## src/rtl/bfa_pkg.sv

```systemverilog
// ----------------------------------------------------------------------------
// bfa_pkg
// Shared constants, types and word-mask helpers for the bitmap frame allocator.
// ----------------------------------------------------------------------------
package bfa_pkg;

	// MAX_FRAMES must be a power of two and a multiple of the word width
	localparam int MAX_FRAMES = 65536;
	localparam int PAGE_SHIFT = 12;
	localparam int WORD_W     = 64;
	localparam int BIT_W      = $clog2(WORD_W);
	localparam int WORDS      = MAX_FRAMES / WORD_W;
	localparam int WORD_AW    = $clog2(WORDS);
	localparam int FRAME_LOG  = $clog2(MAX_FRAMES);
	localparam int FRAME_W    = FRAME_LOG + 1;      // holds MAX_FRAMES itself
	localparam int XW         = FRAME_W - BIT_W;    // word index of a frame bound
	localparam int HI_BIT     = PAGE_SHIFT + FRAME_LOG;
	localparam int ADDR_W     = 28;
	localparam int TYPE_W     = 8;
	localparam int PCNT_W     = BIT_W + 1;

	localparam logic [FRAME_W-1:0] MAX_FR         = FRAME_W'(MAX_FRAMES);
	localparam logic [FRAME_W-1:0] RESERVED_RESET = FRAME_W'(768);
	localparam logic [TYPE_W-1:0]  REGION_USABLE  = TYPE_W'(1);
	localparam logic [WORD_AW-1:0] LAST_WORD      = WORD_AW'(WORDS - 1);

	typedef enum logic [2:0] {
		ST_INIT,
		ST_IDLE,
		ST_SETUP,
		ST_SCAN,
		ST_DRAIN
	} bfa_state_t;

	typedef struct packed {
		logic init_wr;   // clearing pass: write all ones at the word pointer
		logic capture;   // latch the request fields
		logic setup;     // derive ranges and limit, reset the scan
		logic scan;      // issue one word read
		logic finish;    // load the result registers
	} bfa_cmd_t;

	typedef struct packed {
		logic ptr_last;
		logic pipe_busy;
	} bfa_sts_t;

	// bits of word w whose frame number is >= x
	function automatic logic [WORD_W-1:0] ge_mask(input logic [WORD_AW-1:0] w,
		input logic [FRAME_W-1:0] x);
		logic [XW-1:0] xw;
		logic [XW-1:0] ww;
		xw = x[FRAME_W-1:BIT_W];
		ww = {{(XW-WORD_AW){1'b0}}, w};
		if (ww < xw)
			ge_mask = '0;
		else if (ww > xw)
			ge_mask = '1;
		else
			ge_mask = {WORD_W{1'b1}} << x[BIT_W-1:0];
	endfunction

	// bits of word w whose frame number is < x
	function automatic logic [WORD_W-1:0] lt_mask(input logic [WORD_AW-1:0] w,
		input logic [FRAME_W-1:0] x);
		logic [XW-1:0] xw;
		logic [XW-1:0] ww;
		xw = x[FRAME_W-1:BIT_W];
		ww = {{(XW-WORD_AW){1'b0}}, w};
		if (ww < xw)
			lt_mask = '1;
		else if (ww > xw)
			lt_mask = '0;
		else
			lt_mask = ~({WORD_W{1'b1}} << x[BIT_W-1:0]);
	endfunction

	function automatic logic [PCNT_W-1:0] popcount(input logic [WORD_W-1:0] v);
		logic [PCNT_W-1:0] n;
		n = '0;
		for (int i = 0; i < WORD_W; i++)
			n = n + PCNT_W'(v[i]);
		popcount = n;
	endfunction

	// index of the single set bit of a one-hot word
	function automatic logic [BIT_W-1:0] onehot_index(input logic [WORD_W-1:0] v);
		logic [BIT_W-1:0] idx;
		idx = '0;
		for (int i = 0; i < WORD_W; i++)
			if (v[i])
				idx = idx | BIT_W'(i);
		onehot_index = idx;
	endfunction

endpackage

```

## src/rtl/bfa_ctrl.sv

```systemverilog
// ----------------------------------------------------------------------------
// bfa_ctrl
// Sequencer: clearing pass, request capture, setup, word scan and drain.
// ----------------------------------------------------------------------------
module bfa_ctrl import bfa_pkg::*; (
	input  logic     clk,
	input  logic     arst_n,
	input  logic     start,
	output logic     busy,
	input  bfa_sts_t sts,
	output bfa_cmd_t cmd
);

	bfa_state_t state_q, state_d;

	always_ff @(posedge clk or negedge arst_n) begin
		if (!arst_n)
			state_q <= ST_INIT;
		else
			state_q <= state_d;
	end

	always_comb begin
		state_d = state_q;
		cmd     = '0;
		busy    = 1'b1;
		unique case (state_q)
			ST_INIT: begin
				cmd.init_wr = 1'b1;
				if (sts.ptr_last)
					state_d = ST_IDLE;
			end
			ST_IDLE: begin
				busy = 1'b0;
				if (start) begin
					cmd.capture = 1'b1;
					state_d     = ST_SETUP;
				end
			end
			ST_SETUP: begin
				cmd.setup = 1'b1;
				state_d   = ST_SCAN;
			end
			ST_SCAN: begin
				cmd.scan = 1'b1;
				if (sts.ptr_last)
					state_d = ST_DRAIN;
			end
			ST_DRAIN: begin
				if (!sts.pipe_busy) begin
					cmd.finish = 1'b1;
					state_d    = ST_IDLE;
				end
			end
			default: state_d = ST_INIT;
		endcase
	end

endmodule

```

## config.mk

```make
export PLATFORM = sky130hd
export DESIGN_NAME = bfa_ctrl
export DESIGN_NICKNAME = d
export VERILOG_FILES = /design/src/rtl/bfa_pkg.sv /design/src/rtl/bfa_ctrl.sv
export SDC_FILE = /design/constraint.sdc
export NUM_CORES = 1
export LEC_CHECK = 0
export BUFFER_PORTS_ARGS = -buffer_cell sky130_fd_sc_hd__buf_4
export CORE_AREA = 5 5 42 44
export CTS_CLUSTER_DIAMETER = 120
export DETAILED_ROUTE_END_ITERATION = 8
export DIE_AREA = 0 0 47 49
export REMOVE_ABC_BUFFERS = 1
export SLEW_MARGIN = 40
export SYNTH_ARGS = -nofsm -noshare
export SYNTH_HDL_FRONTEND = slang
export SYNTH_SLANG_ARGS = --single-unit
```

## constraint.sdc

```tcl
create_clock -name clk -period 1.3 [get_ports clk]
set_input_delay 0.195 -clock clk [delete_from_list [all_inputs] [get_ports clk]]
set_output_delay 0.195 -clock clk [all_outputs]
set_load 0.05 [all_outputs]
```

==> out/results.tsv <==
metric	value	unit
Crit path max-delay family	flip-flops	
first-pass GRT wire length	1020	um
initial drt markers	8	
pin count of the biggest net entering global routing	8	
max reg flops	3	
Placer Congestion	0.703	
clock root buffer	clkbuf_4	
post-synthesis sequential area ratio	0.366	
# DRC	0	
H-tree levels	1	
number of global-route vias before repair	239	
crit share post-route	1.04	
crit-path cells	nor4b_4 -> buf_6	
min Tclk post-route	1.36	ns
Clock Tree Buf Depth	2	
Worst Path Max Fanout	5	
area of the multi-input gates	116	um2
Worst slew margin	0.829	
Die Y	49	um
area delta synth->final	90.2	%
gr usage total	0.0655	
Via density	4.13	
Reg clk slew, reported paths	0.04	ns
Core Box Area	0.00140	mm2
Clock Latency Late Sink	0.24	ns
Cells after Synth	21	
Clock Sinks	3	
Initial Util	0.146	
Regs by FF count	state_q x3	
CTS buffer count	3	
CP bufs+invs	1	
CP required	1.11	ns
Routed WL per cell	11.7	um
post-DP HPWL	378	um
failing checks	setup timing	
number of detailed-route iterations in the first pass	4	
FF+latch area	78.8	um2
Hold/Removal Path Class	in2reg	
num rows	14	
Post-Syn Area	205	um2
Hold Slack	0.199	ns
dpl cell area	285	um2
antenna violations before repair	0	
RSZ-0062 raised after global routing	true	
IO Count	11	
P_leak	0.175	nW
Peak VDD IR	1.03	mV
max-slew violations	0	
Clock Skew	0.00326	ns
number of diodes	0	
Final Cell Area	390	um2
startpoint types	flop	
die area	0.00230	mm2
TritonCTS clock tree	built	
Ys Warns	0	
port buffer count	10	
Fin. Hold Viols	0	
Crit path arrival time	1.16	ns
share of layout cells above drive strength 1	0.650	
Remaining Overflow, GRT	0	
post-synth cell types	14	
CP endpoint kind	output port	
pwr dens	3100	mW/mm2
Slew @ Worst Pin	0.256	ns
Die Span X	47	um
worst setup path class	reg2out	
max_cap viols	0	
vias	231	
synthesized area per cell	9.77	um2
status	finished with violations	
most frequent cells in the layout	buf_4, buf_6, clkbuf_4, dfrtp_2	
Nets	46	
flops & latches, synth	3	
Slowest-stage cell, CP	dfrtp_2	
commonest non-fill, non-tap cell in the layout	buf_4	
slowest cell delay on critical path	0.43	ns
Fmax	736	MHz
Biggest register	state_q	
Final ANT Viol Nets	0	
fill count	165	
Post-Route WL	653	um
setup violators final	5	
worst setup margin	-0.0579	ns
## cells in the mapped netlist
master,instances,area [um2]
and3b_1,1,8.76
nor4b_4,1,23.8
a21oi_1,1,5.00
dfrtp_1,3,75.1
nor3_1,1,5.00
a31oi_1,1,6.26
buf_6,2,22.5
a32o_1,1,10.0
nor2_1,3,11.3
nand2_1,2,7.51
o21ai_0,2,10.0
a311oi_1,1,8.76
nor3b_1,1,7.51
inv_1,1,3.75
## logic make-up (layout without fill, tap and decap cells)
family,Yosys count,in the layout,share of synthesized area
DFF,3,3,0.366
buffers and inverters,3,22,0.128
AOI/OAI and AO/OA,6,6,0.195
and+or+nand+nor,9,9,0.311
## path summary, 6_finish.rpt
| kind | start | endpoint | slack, ns | cells past startpoint |
|---|---|---|---|---|
| setup / recovery | state_q[0] | cmd[0] | -0.06 | 2 |
| hold / removal | sts[1] | state_q[1] | 0.20 | 2 |
| setup reg to reg | state_q[0] | state_q[1] | 0.06 | 4 |
| hold reg to reg | state_q[1] | state_q[1] | 0.62 | 1 |
| max in group asynchronous | arst_n | state_q[1] | 0.91 | 2 |
| min in group asynchronous | arst_n | state_q[2] | 0.28 | 2 |
## per-layer routing
layer	GRT usage	vias to the layer above	wire length [um]
li1	-	113	-
met1	0.0749	106	263
met2	0.0905	10	319
met3	0.0148	2	51
met4	0.0691	0	19
met5	0	-	0
## through the flow
| stage | utilization | std cells | total power, mW | setup slack [ns] | TNS [ns] |
|---|---|---|---|---|---|
| 2_1_floorplan | - | 19 | 0.646 | -0.571 | -1.72 |
| 3_3_place_gp | 0.204 | 46 | 0.839 | 0.0938 | 0 |
| 3_5_place_dp | 0.204 | 46 | 0.848 | 0.0772 | 0 |
| 4_1_cts | 0.269 | 56 | 1.15 | -0.0757 | -0.170 |
| 5_1_grt | 0.279 | 56 | 1.28 | -0.125 | -0.441 |
| 6_report | 0.279 | 56 | 1.21 | -0.0579 | -0.182 |
## worst reg2reg max path, delay by kind of cell (launching register included)
| family | cells | cell delay [ns] |
|---|---|---|
| AOI/OAI and AO/OA | 1 | 0.28 |
| buffers and inverters | 3 | 0.41 |
| DFF | 1 | 0.43 |
## final cells by class
| cell class | instances | area share |
|---|---|---|
| multi-input cells | 15 | 0.298 |
| inverters | 1 | 0.00962 |
| repair buffers | 17 | 0.372 |
| flip-flops and latches | 3 | 0.202 |
| well taps | 16 | 0.0513 |
| clock buffers | 4 | 0.0673 |
## repair_timing
action                                  CTS  global route
pin swaps                                 1             0
setup buffers                             5             0
hold buffers                              1             0
gates cloned                              0             0
gates resized for setup                   7             5
endpoints found under the setup margin    6             6
hold endpoints to repair                  3             0
## power breakdown
group          internal [mW]  total (mW)  switching, mW
registers              0.146       0.239         0.0925
logic                  0.328       0.801          0.473
clock network          0.115       0.170         0.0543
(Power assumes the default switching activity.)
